<file path="src/rtl/integer_to_ascii_formatter_assert.svh">
// ----------------------------------------------------------------------------
// integer_to_ascii_formatter assertion macros
// concurrent assertion wrappers, empty for synthesis
// ----------------------------------------------------------------------------
`ifndef INTEGER_TO_ASCII_FORMATTER_ASSERT_SVH
`define INTEGER_TO_ASCII_FORMATTER_ASSERT_SVH

`ifndef SYNTHESIS
`define IAF_ASSERT_IMP(lbl, clk, rstn, ante, cons) \
    lbl: assert property (@(posedge clk) disable iff (!(rstn)) (ante) |-> (cons)) \
        else $error("assertion failed");
`define IAF_ASSERT_NXT(lbl, clk, rstn, ante, cons) \
    lbl: assert property (@(posedge clk) disable iff (!(rstn)) (ante) |=> (cons)) \
        else $error("assertion failed");
`else
`define IAF_ASSERT_IMP(lbl, clk, rstn, ante, cons)
`define IAF_ASSERT_NXT(lbl, clk, rstn, ante, cons)
`endif

`endif

</file>
<file path="src/rtl/iaf_pkg.sv">
// ----------------------------------------------------------------------------
// iaf_pkg
// shared types, codes and the digit glyph table of the ascii formatter
// ----------------------------------------------------------------------------
`default_nettype none

package iaf_pkg;

    localparam logic [1:0] OP_DECIMAL = 2'd0;
    localparam logic [1:0] OP_HEX     = 2'd1;
    localparam logic [1:0] OP_BINARY  = 2'd2;

    localparam int QUEUE_DEPTH = 2;
    localparam int QUEUE_AW    = 1;
    localparam int DIGITS      = 10;
    localparam int DIGIT_AW    = 4;
    localparam int HEX_DIGITS  = 8;
    localparam int BIN_DIGITS  = 8;
    localparam int CONV_BITS   = 4;
    localparam int CONV_STEPS  = 8;
    localparam int CONV_CW     = 3;

    typedef struct packed {
        logic [1:0]  operation;
        logic [31:0] value;
    } t_in_item;

    typedef struct packed {
        logic [7:0] character;
        logic       last;
    } t_out_item;

    typedef struct packed {
        logic [1:0]  mode;
        logic [31:0] value;
    } t_job;

    typedef struct packed {
        logic valid;
        t_job job;
    } t_job_beat;

    function automatic logic [7:0] digit_glyph(input logic [3:0] nib);
        logic [7:0] g;
        case (nib)
            4'h0: g = 8'h30;
            4'h1: g = 8'h31;
            4'h2: g = 8'h32;
            4'h3: g = 8'h33;
            4'h4: g = 8'h34;
            4'h5: g = 8'h35;
            4'h6: g = 8'h36;
            4'h7: g = 8'h37;
            4'h8: g = 8'h38;
            4'h9: g = 8'h39;
            4'hA: g = 8'h41;
            4'hB: g = 8'h42;
            4'hC: g = 8'h43;
            4'hD: g = 8'h44;
            4'hE: g = 8'h45;
            default: g = 8'h46;
        endcase
        return g;
    endfunction

endpackage

`default_nettype wire

</file>
<file path="src/rtl/iaf_front.sv">
// ----------------------------------------------------------------------------
// iaf_front
// input side: takes items, drops unused radix codes, forwards jobs
// ----------------------------------------------------------------------------
`default_nettype none

module iaf_front (
    input  wire logic              i_in_valid,
    output logic                   o_in_ready,
    input  wire iaf_pkg::t_in_item i_in_item,
    input  wire logic              i_q_full,
    output iaf_pkg::t_job_beat     o_push
);
    import iaf_pkg::*;

    logic w_known;

    assign w_known = (i_in_item.operation == OP_DECIMAL) ||
                     (i_in_item.operation == OP_HEX) ||
                     (i_in_item.operation == OP_BINARY);

    assign o_in_ready       = !i_q_full;
    assign o_push.valid     = i_in_valid && !i_q_full && w_known;
    assign o_push.job.mode  = i_in_item.operation;
    assign o_push.job.value = i_in_item.value;

endmodule

`default_nettype wire

</file>
<file path="src/rtl/iaf_queue.sv">
// ----------------------------------------------------------------------------
// iaf_queue
// short job queue between front and back
// ----------------------------------------------------------------------------
`default_nettype none

module iaf_queue (
    input  wire logic               i_clk,
    input  wire logic               i_rst_n,
    input  wire iaf_pkg::t_job_beat i_push,
    output logic                    o_full,
    output iaf_pkg::t_job_beat      o_head,
    input  wire logic               i_pop
);
    import iaf_pkg::*;

    localparam logic [QUEUE_AW:0] FULL_CNT = QUEUE_AW'(QUEUE_DEPTH) == '0 ?
                                             (QUEUE_AW+1)'(QUEUE_DEPTH) :
                                             (QUEUE_AW+1)'(QUEUE_DEPTH);

    t_job                mem [QUEUE_DEPTH];
    logic [QUEUE_AW-1:0] r_wr;
    logic [QUEUE_AW-1:0] r_rd;
    logic [QUEUE_AW:0]   r_cnt;
    logic                w_do_pop;

    assign w_do_pop = i_pop && (r_cnt != '0);

    always_ff @(posedge i_clk) begin
        if (!i_rst_n) begin
            r_wr  <= '0;
            r_rd  <= '0;
            r_cnt <= '0;
        end else begin
            if (i_push.valid) begin
                r_wr <= r_wr + 1'b1;
            end
            if (w_do_pop) begin
                r_rd <= r_rd + 1'b1;
            end
            r_cnt <= r_cnt + (QUEUE_AW+1)'(i_push.valid) - (QUEUE_AW+1)'(w_do_pop);
        end
    end

    always_ff @(posedge i_clk) begin
        if (i_push.valid) begin
            mem[r_wr] <= i_push.job;
        end
    end

    assign o_full       = (r_cnt == FULL_CNT);
    assign o_head.valid = (r_cnt != '0);
    assign o_head.job   = mem[r_rd];

endmodule

`default_nettype wire

</file>
<file path="src/rtl/iaf_back.sv">
// ----------------------------------------------------------------------------
// iaf_back
// digit engine: bcd conversion, leading digit scan and character output
// ----------------------------------------------------------------------------
`default_nettype none

`include "integer_to_ascii_formatter_assert.svh"

module iaf_back (
    input  wire logic               i_clk,
    input  wire logic               i_rst_n,
    input  wire iaf_pkg::t_job_beat i_head,
    output logic                    o_pop,
    output logic                    o_out_valid,
    input  wire logic               i_out_ready,
    output iaf_pkg::t_out_item      o_out_item
);
    import iaf_pkg::*;

    typedef enum logic [3:0] {
        S_IDLE = 4'b0001,
        S_CONV = 4'b0010,
        S_SCAN = 4'b0100,
        S_EMIT = 4'b1000
    } t_state;

    t_state                  r_state, n_state;
    logic [DIGITS-1:0][3:0]  r_dig, n_dig;
    logic [31:0]             r_sh, n_sh;
    logic [CONV_CW-1:0]      r_cnt, n_cnt;
    logic [DIGIT_AW-1:0]     r_idx, n_idx;
    logic                    r_out_valid, n_out_valid;
    t_out_item               r_out_item, n_out_item;
    logic                    w_adv;
    logic                    w_conv_end;
    logic                    w_emit_end;
    logic                    w_out_last;
    logic [DIGITS*4-1:0]     v_bcd;
    logic [31:0]             v_sh;
    logic [DIGIT_AW-1:0]     v_top;

    assign w_adv = !r_out_valid || i_out_ready;
    assign o_pop = (r_state == S_IDLE) && i_head.valid;

    assign w_conv_end = (r_state == S_CONV) && (r_cnt == CONV_CW'(CONV_STEPS - 1));
    assign w_emit_end = (r_state == S_EMIT) && w_adv && (r_idx == '0);
    assign w_out_last = r_out_valid && r_out_item.last;

    always_comb begin
        v_bcd = r_dig;
        v_sh  = r_sh;
        for (int s = 0; s < CONV_BITS; s++) begin
            for (int d = 0; d < DIGITS; d++) begin
                if (v_bcd[d*4 +: 4] >= 4'd5) begin
                    v_bcd[d*4 +: 4] = v_bcd[d*4 +: 4] + 4'd3;
                end
            end
            {v_bcd, v_sh} = {v_bcd[DIGITS*4-2:0], v_sh, 1'b0};
        end
    end

    always_comb begin
        v_top = '0;
        for (int d = 0; d < DIGITS; d++) begin
            if (r_dig[d] != 4'd0) begin
                v_top = DIGIT_AW'(d);
            end
        end
    end

    always_comb begin
        n_state     = r_state;
        n_dig       = r_dig;
        n_sh        = r_sh;
        n_cnt       = r_cnt;
        n_idx       = r_idx;
        n_out_valid = r_out_valid;
        n_out_item  = r_out_item;
        if (i_out_ready) begin
            n_out_valid = 1'b0;
        end
        case (r_state)
            S_IDLE: begin
                if (i_head.valid) begin
                    n_dig = '0;
                    case (i_head.job.mode)
                        OP_DECIMAL: begin
                            n_sh    = i_head.job.value;
                            n_cnt   = '0;
                            n_state = S_CONV;
                        end
                        OP_HEX: begin
                            for (int d = 0; d < HEX_DIGITS; d++) begin
                                n_dig[d] = i_head.job.value[d*4 +: 4];
                            end
                            n_idx   = DIGIT_AW'(HEX_DIGITS - 1);
                            n_state = S_EMIT;
                        end
                        OP_BINARY: begin
                            for (int d = 0; d < BIN_DIGITS; d++) begin
                                n_dig[d] = {3'b000, i_head.job.value[d]};
                            end
                            n_state = S_SCAN;
                        end
                        default: begin
                            n_state = S_IDLE;
                        end
                    endcase
                end
            end
            S_CONV: begin
                n_dig = v_bcd;
                n_sh  = v_sh;
                n_cnt = r_cnt + 1'b1;
                if (r_cnt == CONV_CW'(CONV_STEPS - 1)) begin
                    n_state = S_SCAN;
                end
            end
            S_SCAN: begin
                n_idx   = v_top;
                n_state = S_EMIT;
            end
            S_EMIT: begin
                if (w_adv) begin
                    n_out_valid          = 1'b1;
                    n_out_item.character = digit_glyph(r_dig[r_idx]);
                    n_out_item.last      = (r_idx == '0);
                    if (r_idx == '0) begin
                        n_state = S_IDLE;
                    end else begin
                        n_idx = r_idx - 1'b1;
                    end
                end
            end
            default: begin
                n_state = S_IDLE;
            end
        endcase
    end

    always_ff @(posedge i_clk) begin
        if (!i_rst_n) begin
            r_state     <= S_IDLE;
            r_out_valid <= 1'b0;
        end else begin
            r_state     <= n_state;
            r_out_valid <= n_out_valid;
        end
    end

    always_ff @(posedge i_clk) begin
        r_dig      <= n_dig;
        r_sh       <= n_sh;
        r_cnt      <= n_cnt;
        r_idx      <= n_idx;
        r_out_item <= n_out_item;
    end

    assign o_out_valid = r_out_valid;
    assign o_out_item  = r_out_item;

    `IAF_ASSERT_IMP(a_idx_range, i_clk, i_rst_n, r_state == S_EMIT, r_idx < DIGIT_AW'(DIGITS))
    `IAF_ASSERT_NXT(a_conv_done, i_clk, i_rst_n, w_conv_end, r_state == S_SCAN)
    `IAF_ASSERT_NXT(a_last_ends, i_clk, i_rst_n, w_emit_end, w_out_last && (r_state == S_IDLE))
    `IAF_ASSERT_NXT(a_pop_busy, i_clk, i_rst_n, o_pop, r_state != S_IDLE)

endmodule

`default_nettype wire

</file>
<file path="src/rtl/integer_to_ascii_formatter.sv">
// a hex item is queued, loaded into the digit engine, then leaves as 8 characters
// decimal is loaded, converted (4 bits per cycle), scanned, then leaves as 1-10 characters
// binary is loaded, scanned, then leaves as 1-8 characters; one item in the digit engine at a time
// a two-entry job queue lets intake run ahead of the digit engine
// reset is synchronous, active low, and empties the queue and the output register
`default_nettype none

module integer_to_ascii_formatter (
    input  wire logic              i_clk,
    input  wire logic              i_rst_n,
    input  wire logic              i_in_valid,
    output logic                   o_in_ready,
    input  wire iaf_pkg::t_in_item i_in_item,
    output logic                   o_out_valid,
    input  wire logic              i_out_ready,
    output iaf_pkg::t_out_item     o_out_item
);
    import iaf_pkg::*;

    t_job_beat w_push;
    t_job_beat w_head;
    logic      w_full;
    logic      w_pop;

    iaf_front u_front (
        .i_in_valid (i_in_valid),
        .o_in_ready (o_in_ready),
        .i_in_item  (i_in_item),
        .i_q_full   (w_full),
        .o_push     (w_push)
    );

    iaf_queue u_queue (
        .i_clk   (i_clk),
        .i_rst_n (i_rst_n),
        .i_push  (w_push),
        .o_full  (w_full),
        .o_head  (w_head),
        .i_pop   (w_pop)
    );

    iaf_back u_back (
        .i_clk       (i_clk),
        .i_rst_n     (i_rst_n),
        .i_head      (w_head),
        .o_pop       (w_pop),
        .o_out_valid (o_out_valid),
        .i_out_ready (i_out_ready),
        .o_out_item  (o_out_item)
    );

endmodule

`default_nettype wire

</file>
<file path="config.mk">
export PLATFORM = sky130hd
export DESIGN_NAME = integer_to_ascii_formatter
export DESIGN_NICKNAME = d
export VERILOG_FILES = /design/src/rtl/iaf_pkg.sv /design/src/rtl/iaf_front.sv /design/src/rtl/iaf_queue.sv /design/src/rtl/iaf_back.sv /design/src/rtl/integer_to_ascii_formatter.sv
export VERILOG_INCLUDE_DIRS = /design/src /design/src/rtl
export SDC_FILE = /design/constraint.sdc
export NUM_CORES = 1
export LEC_CHECK = 0
export ABC_AREA = 0
export BUFFER_PORTS_ARGS = -buffer_cell sky130_fd_sc_hd__buf_2
export CORE_ASPECT_RATIO = 1.4
export CORE_UTILIZATION = 57
export DETAILED_ROUTE_END_ITERATION = 16
export GPL_ROUTABILITY_DRIVEN = 0
export GPL_TIMING_DRIVEN = 0
export HOLD_SLACK_MARGIN = 0.06
export PLACE_DENSITY = 0.77
export SYNTH_ARGS = -nofsm -noshare
export SYNTH_HDL_FRONTEND = slang
export SYNTH_SLANG_ARGS = --single-unit
</file>
<file path="constraint.sdc">
create_clock -name i_clk -period 4.51 [get_ports i_clk]
set_input_delay 0.2255 -clock i_clk [delete_from_list [all_inputs] [get_ports i_clk]]
set_output_delay 0.2255 -clock i_clk [all_outputs]
set_load 0.1 [all_outputs]
</file>
==> results.py <==
metrics = {
    "run_status": {
        "outcome": "complete, no violations",
    },
    "finish": {
        "areaGrowthSynthToFinish_pct": 13.9,
        "n_antenna_cell": 0,
        "final_area_sq_um": 13600,
        "fin_nets": 1431,
        "drive_gt1_share_pct": 13.7,
    },
    "drt": {
        "vias_per_cell": 6.30,
        "first_pass_iters": 5,
        "remaining_drc_errors": 0,
        "vias": 10100,
        "drtIter0Drc": 749,
        "antenna_left": 0,
        "routedWlPerCell_microns": 18.9,
        "wirelength_microns": 30300,
    },
    "flow_run": {
        "maxCapViolCount": 0,
    },
    "critical_path": {
        "end_kind": "register",
        "critical_path_arrival_ps": 4320,
        "path_class": "register to register",
        "critPathSlowestCell": "edfxtp_1",
        "critical_path_required_ps": 4640,
        "cp_max_fo": 9,
        "cp-start-kind": "register",
        "path_common_cell": "ha_1",
        "crit_buf_inv": 2,
        "crit_chain": "inv_1 -> ha_1 -> and2b_1 -> or3_1 -> nand2_1 -> ha_1 -> o21bai_1 -> a211o_1 -> and2_4 -> inv_1 -> ha_1 -> a21o_2 -> a211o_1 -> or3b_4 -> mux2i_1 -> o22ai_1",
        "crit_path_max_incr_delay_ps": 540,
        "cp_top_family": "simple AND/OR/NAND/NOR gates",
    },
    "min_path": {
        "worstHoldPathType": "input pin to register",
    },
    "yosys": {
        "synthArstFlopShare_pct": 0,
        "synth_edf_count": 154,
        "syn-instance-count": 1229,
        "synthesis.nets": 1327,
        "seq_area_frac_synth_pct": 40.5,
        "synth_warnings": 0,
        "synthFlopType": "edfxtp_1",
        "synth_area_sq_um": 11900,
        "syn_avg_cell_area_sq_um": 9.70,
        "synth_seq_cells": 164,
        "ys_types": 82,
    },
    "floorplanning": {
        "initial_core_util_pct": 58.2,
        "design.core.area_sq_um": 20500,
        "io_pins": 49,
        "rows": 62,
        "die_area_sq_um": 21500,
        "die_y_microns": 173,
        "die_w_microns": 124,
    },
    "global_routing": {
        "grt_pass1_wl_microns": 48200,
        "antenna_found_initial": 0,
        "first_global_vias": 9886,
        "grt-ovfl-total": 0,
        "grt.total_usage_pct": 28.2,
        "grt_max_degree": 35,
    },
    "sta": {
        "drv_slew": 0,
        "hold_viol_final": 0,
        "clock_skew_ps": 11.9,
        "tightest_slew_ps": 1080,
        "setup_violations": 0,
        "fmax_mhz": 238,
        "slew_headroom_pct": 27.8,
        "post-route-min-period_ps": 4190,
        "min_period_over_period_pct": 93.0,
        "fin_hold_ws_ps": 115,
        "rsz0062_at_grt": "no",
    },
    "cts": {
        "cts_tree": "built",
        "htree_levels": 4,
        "path_clk_slew_ps": 70,
        "ctsRootBufferMaster": "clkbuf_16",
        "worstSkewPairLatency_ps": 440,
        "numCtsBuffers": 17,
        "clock_sinks": 164,
        "clk_path_buf_depth": 2,
    },
    "placement": {
        "io_buffer_count": 47,
        "dpl_cell_area_sq_um": 12600,
        "dpl.hpwl_microns": 22100,
    },
}
cell type report:
cell class	count	area [sq um]
Multi-Input combinational cell	943	6720
Clock buffer	23	479
Sequential cell	164	4820
Timing Repair Buffer	85	643
Clock inverter	9	93.8
Buffer	53	241
Inverter	69	259
Tap cell	256	320
Fill cell	1612	6900
per-stage QoR:
stage / TNS [ps] / utilization [%] / std cells / setup slack, ps
after floorplan: 0 / - / 1229 / 577
after global placement: -65670 / 60.9 / 1532 / -1240
after detailed placement: 0 / 61.5 / 1535 / 236
after CTS: 0 / 65.9 / 1601 / 204
after global routing: 0 / 66.3 / 1602 / 15.4
final: 0 / 66.3 / 1602 / 317
worst register-to-register path, stage by stage, from the launching register on:
cell and delay (ps):
edfxtp_1 540, inv_1 140, ha_1 310, and2b_1 220, or3_1 430, nand2_1 120, ha_1 150, o21bai_1 120
a211o_1 210, and2_4 160, inv_1 40, ha_1 200, a21o_2 190, a211o_1 300, or3b_4 430, mux2i_1 200
o22ai_1 140
state kept, by name, indices dropped and copies added, names as in the netlist, named ones only:
name and flops:
u_back.o_out_valid 1, u_back.r_dig 40, u_back.r_sh 32, u_queue.mem 68, u_back.o_out_item 7, u_queue.r_wr 1, u_back.r_cnt 3, u_back.r_state 4
u_back.r_idx 4, u_queue.r_rd 1, u_queue.r_cnt 2
synthesized netlist by cell type (all sizes together), types with 8 or more instances:
| cell type | instances | area share [%] |
|---|---|---|
| edfxtp | 154 | 39 |
| nor2 | 106 | 3.3 |
| a21oi | 91 | 3.8 |
| o21ai | 77 | 3.3 |
| nand2 | 76 | 2.4 |
| inv | 69 | 2.2 |
| mux2i | 68 | 5.7 |
| ha | 60 | 6.3 |
| a211oi | 30 | 2.1 |
| clkbuf | 30 | 0.94 |
| nand3 | 29 | 1.2 |
| and2 | 27 | 1.5 |
| a21o | 25 | 1.6 |
| buf | 23 | 1.1 |
| mux2 | 22 | 2.1 |
| nor3 | 22 | 0.92 |
| o22ai | 18 | 0.94 |
| o211ai | 17 | 1.2 |
| or2 | 17 | 0.89 |
| nand2b | 16 | 0.86 |
| o21bai | 16 | 1.0 |
| nor3b | 14 | 0.88 |
| xnor2 | 14 | 1.0 |
| a211o | 13 | 0.97 |
| nor2b | 12 | 0.63 |
| or3 | 12 | 0.63 |
| dfxtp | 10 | 1.7 |
| nand3b | 10 | 0.63 |
| o21a | 10 | 0.63 |
| a31oi | 9 | 0.47 |
| and3 | 9 | 0.47 |
| o211a | 9 | 0.76 |
| a21boi | 8 | 0.50 |
| mux4 | 8 | 1.5 |
| o32ai | 8 | 0.59 |
cell families (layout without fill, tap and decap cells):
kind of cell / after synthesis / in the layout / synth area share (%)
AOI/OAI and AO/OA: 392 / 392 / 22.4
and+or+nand+nor: 374 / 374 / 16.0
DFF: 164 / 164 / 40.5
buffers and inverters: 122 / 239 / 4.20
muxes: 98 / 98 / 9.33
adders and majority gates: 60 / 60 / 6.30
xor gates and xnor gates: 18 / 18 / 1.32
other: 1 / 1 / 0.0315
placed cells by master, fill, tap and decap left out, drive strengths merged, types with 53 or more instances in the layout:
master / n
a21oi: 91
inv: 73
clkbuf: 53
nand2: 76
buf: 74
edfxtp: 154
nor2: 106
ha: 60
mux2i: 68
o21ai: 77
repair_timing:
action	in CTS	in global routing
resized for setup	0	14
endpoints found under the hold margin	68	0
setup buffers	0	1
hold buffers	34	0
setup endpoints to repair	0	10
routing by layer:
metal / routed length, microns / up-vias / GRT usage, %
li1: - / 4861 / -
met4: 1390 / 0 / 15.5
met2: 15700 / 348 / 51.5
met5: 0 / - / 0
met3: 1440 / 84 / 3.68
met1: 11800 / 4796 / 31.5
final timing paths:
path                              from                             end  slack, ps  cells past startpoint
min reg2reg  u_back.r_sh[28]$_DFFE_PP_       u_back.r_dig[0]$_DFFE_PP_        530                      2
max reg2reg  u_back.r_dig[8]$_DFFE_PP_      u_back.r_dig[15]$_DFFE_PP_        320                     16
max          u_back.r_dig[8]$_DFFE_PP_      u_back.r_dig[15]$_DFFE_PP_        320                     16
min                            i_rst_n  u_back.r_state[0]$_SDFFE_PN1P_        110                      2
Power is not shown: default switching activity piles up to over one toggle a cycle in this logic, so the estimate is an artifact.
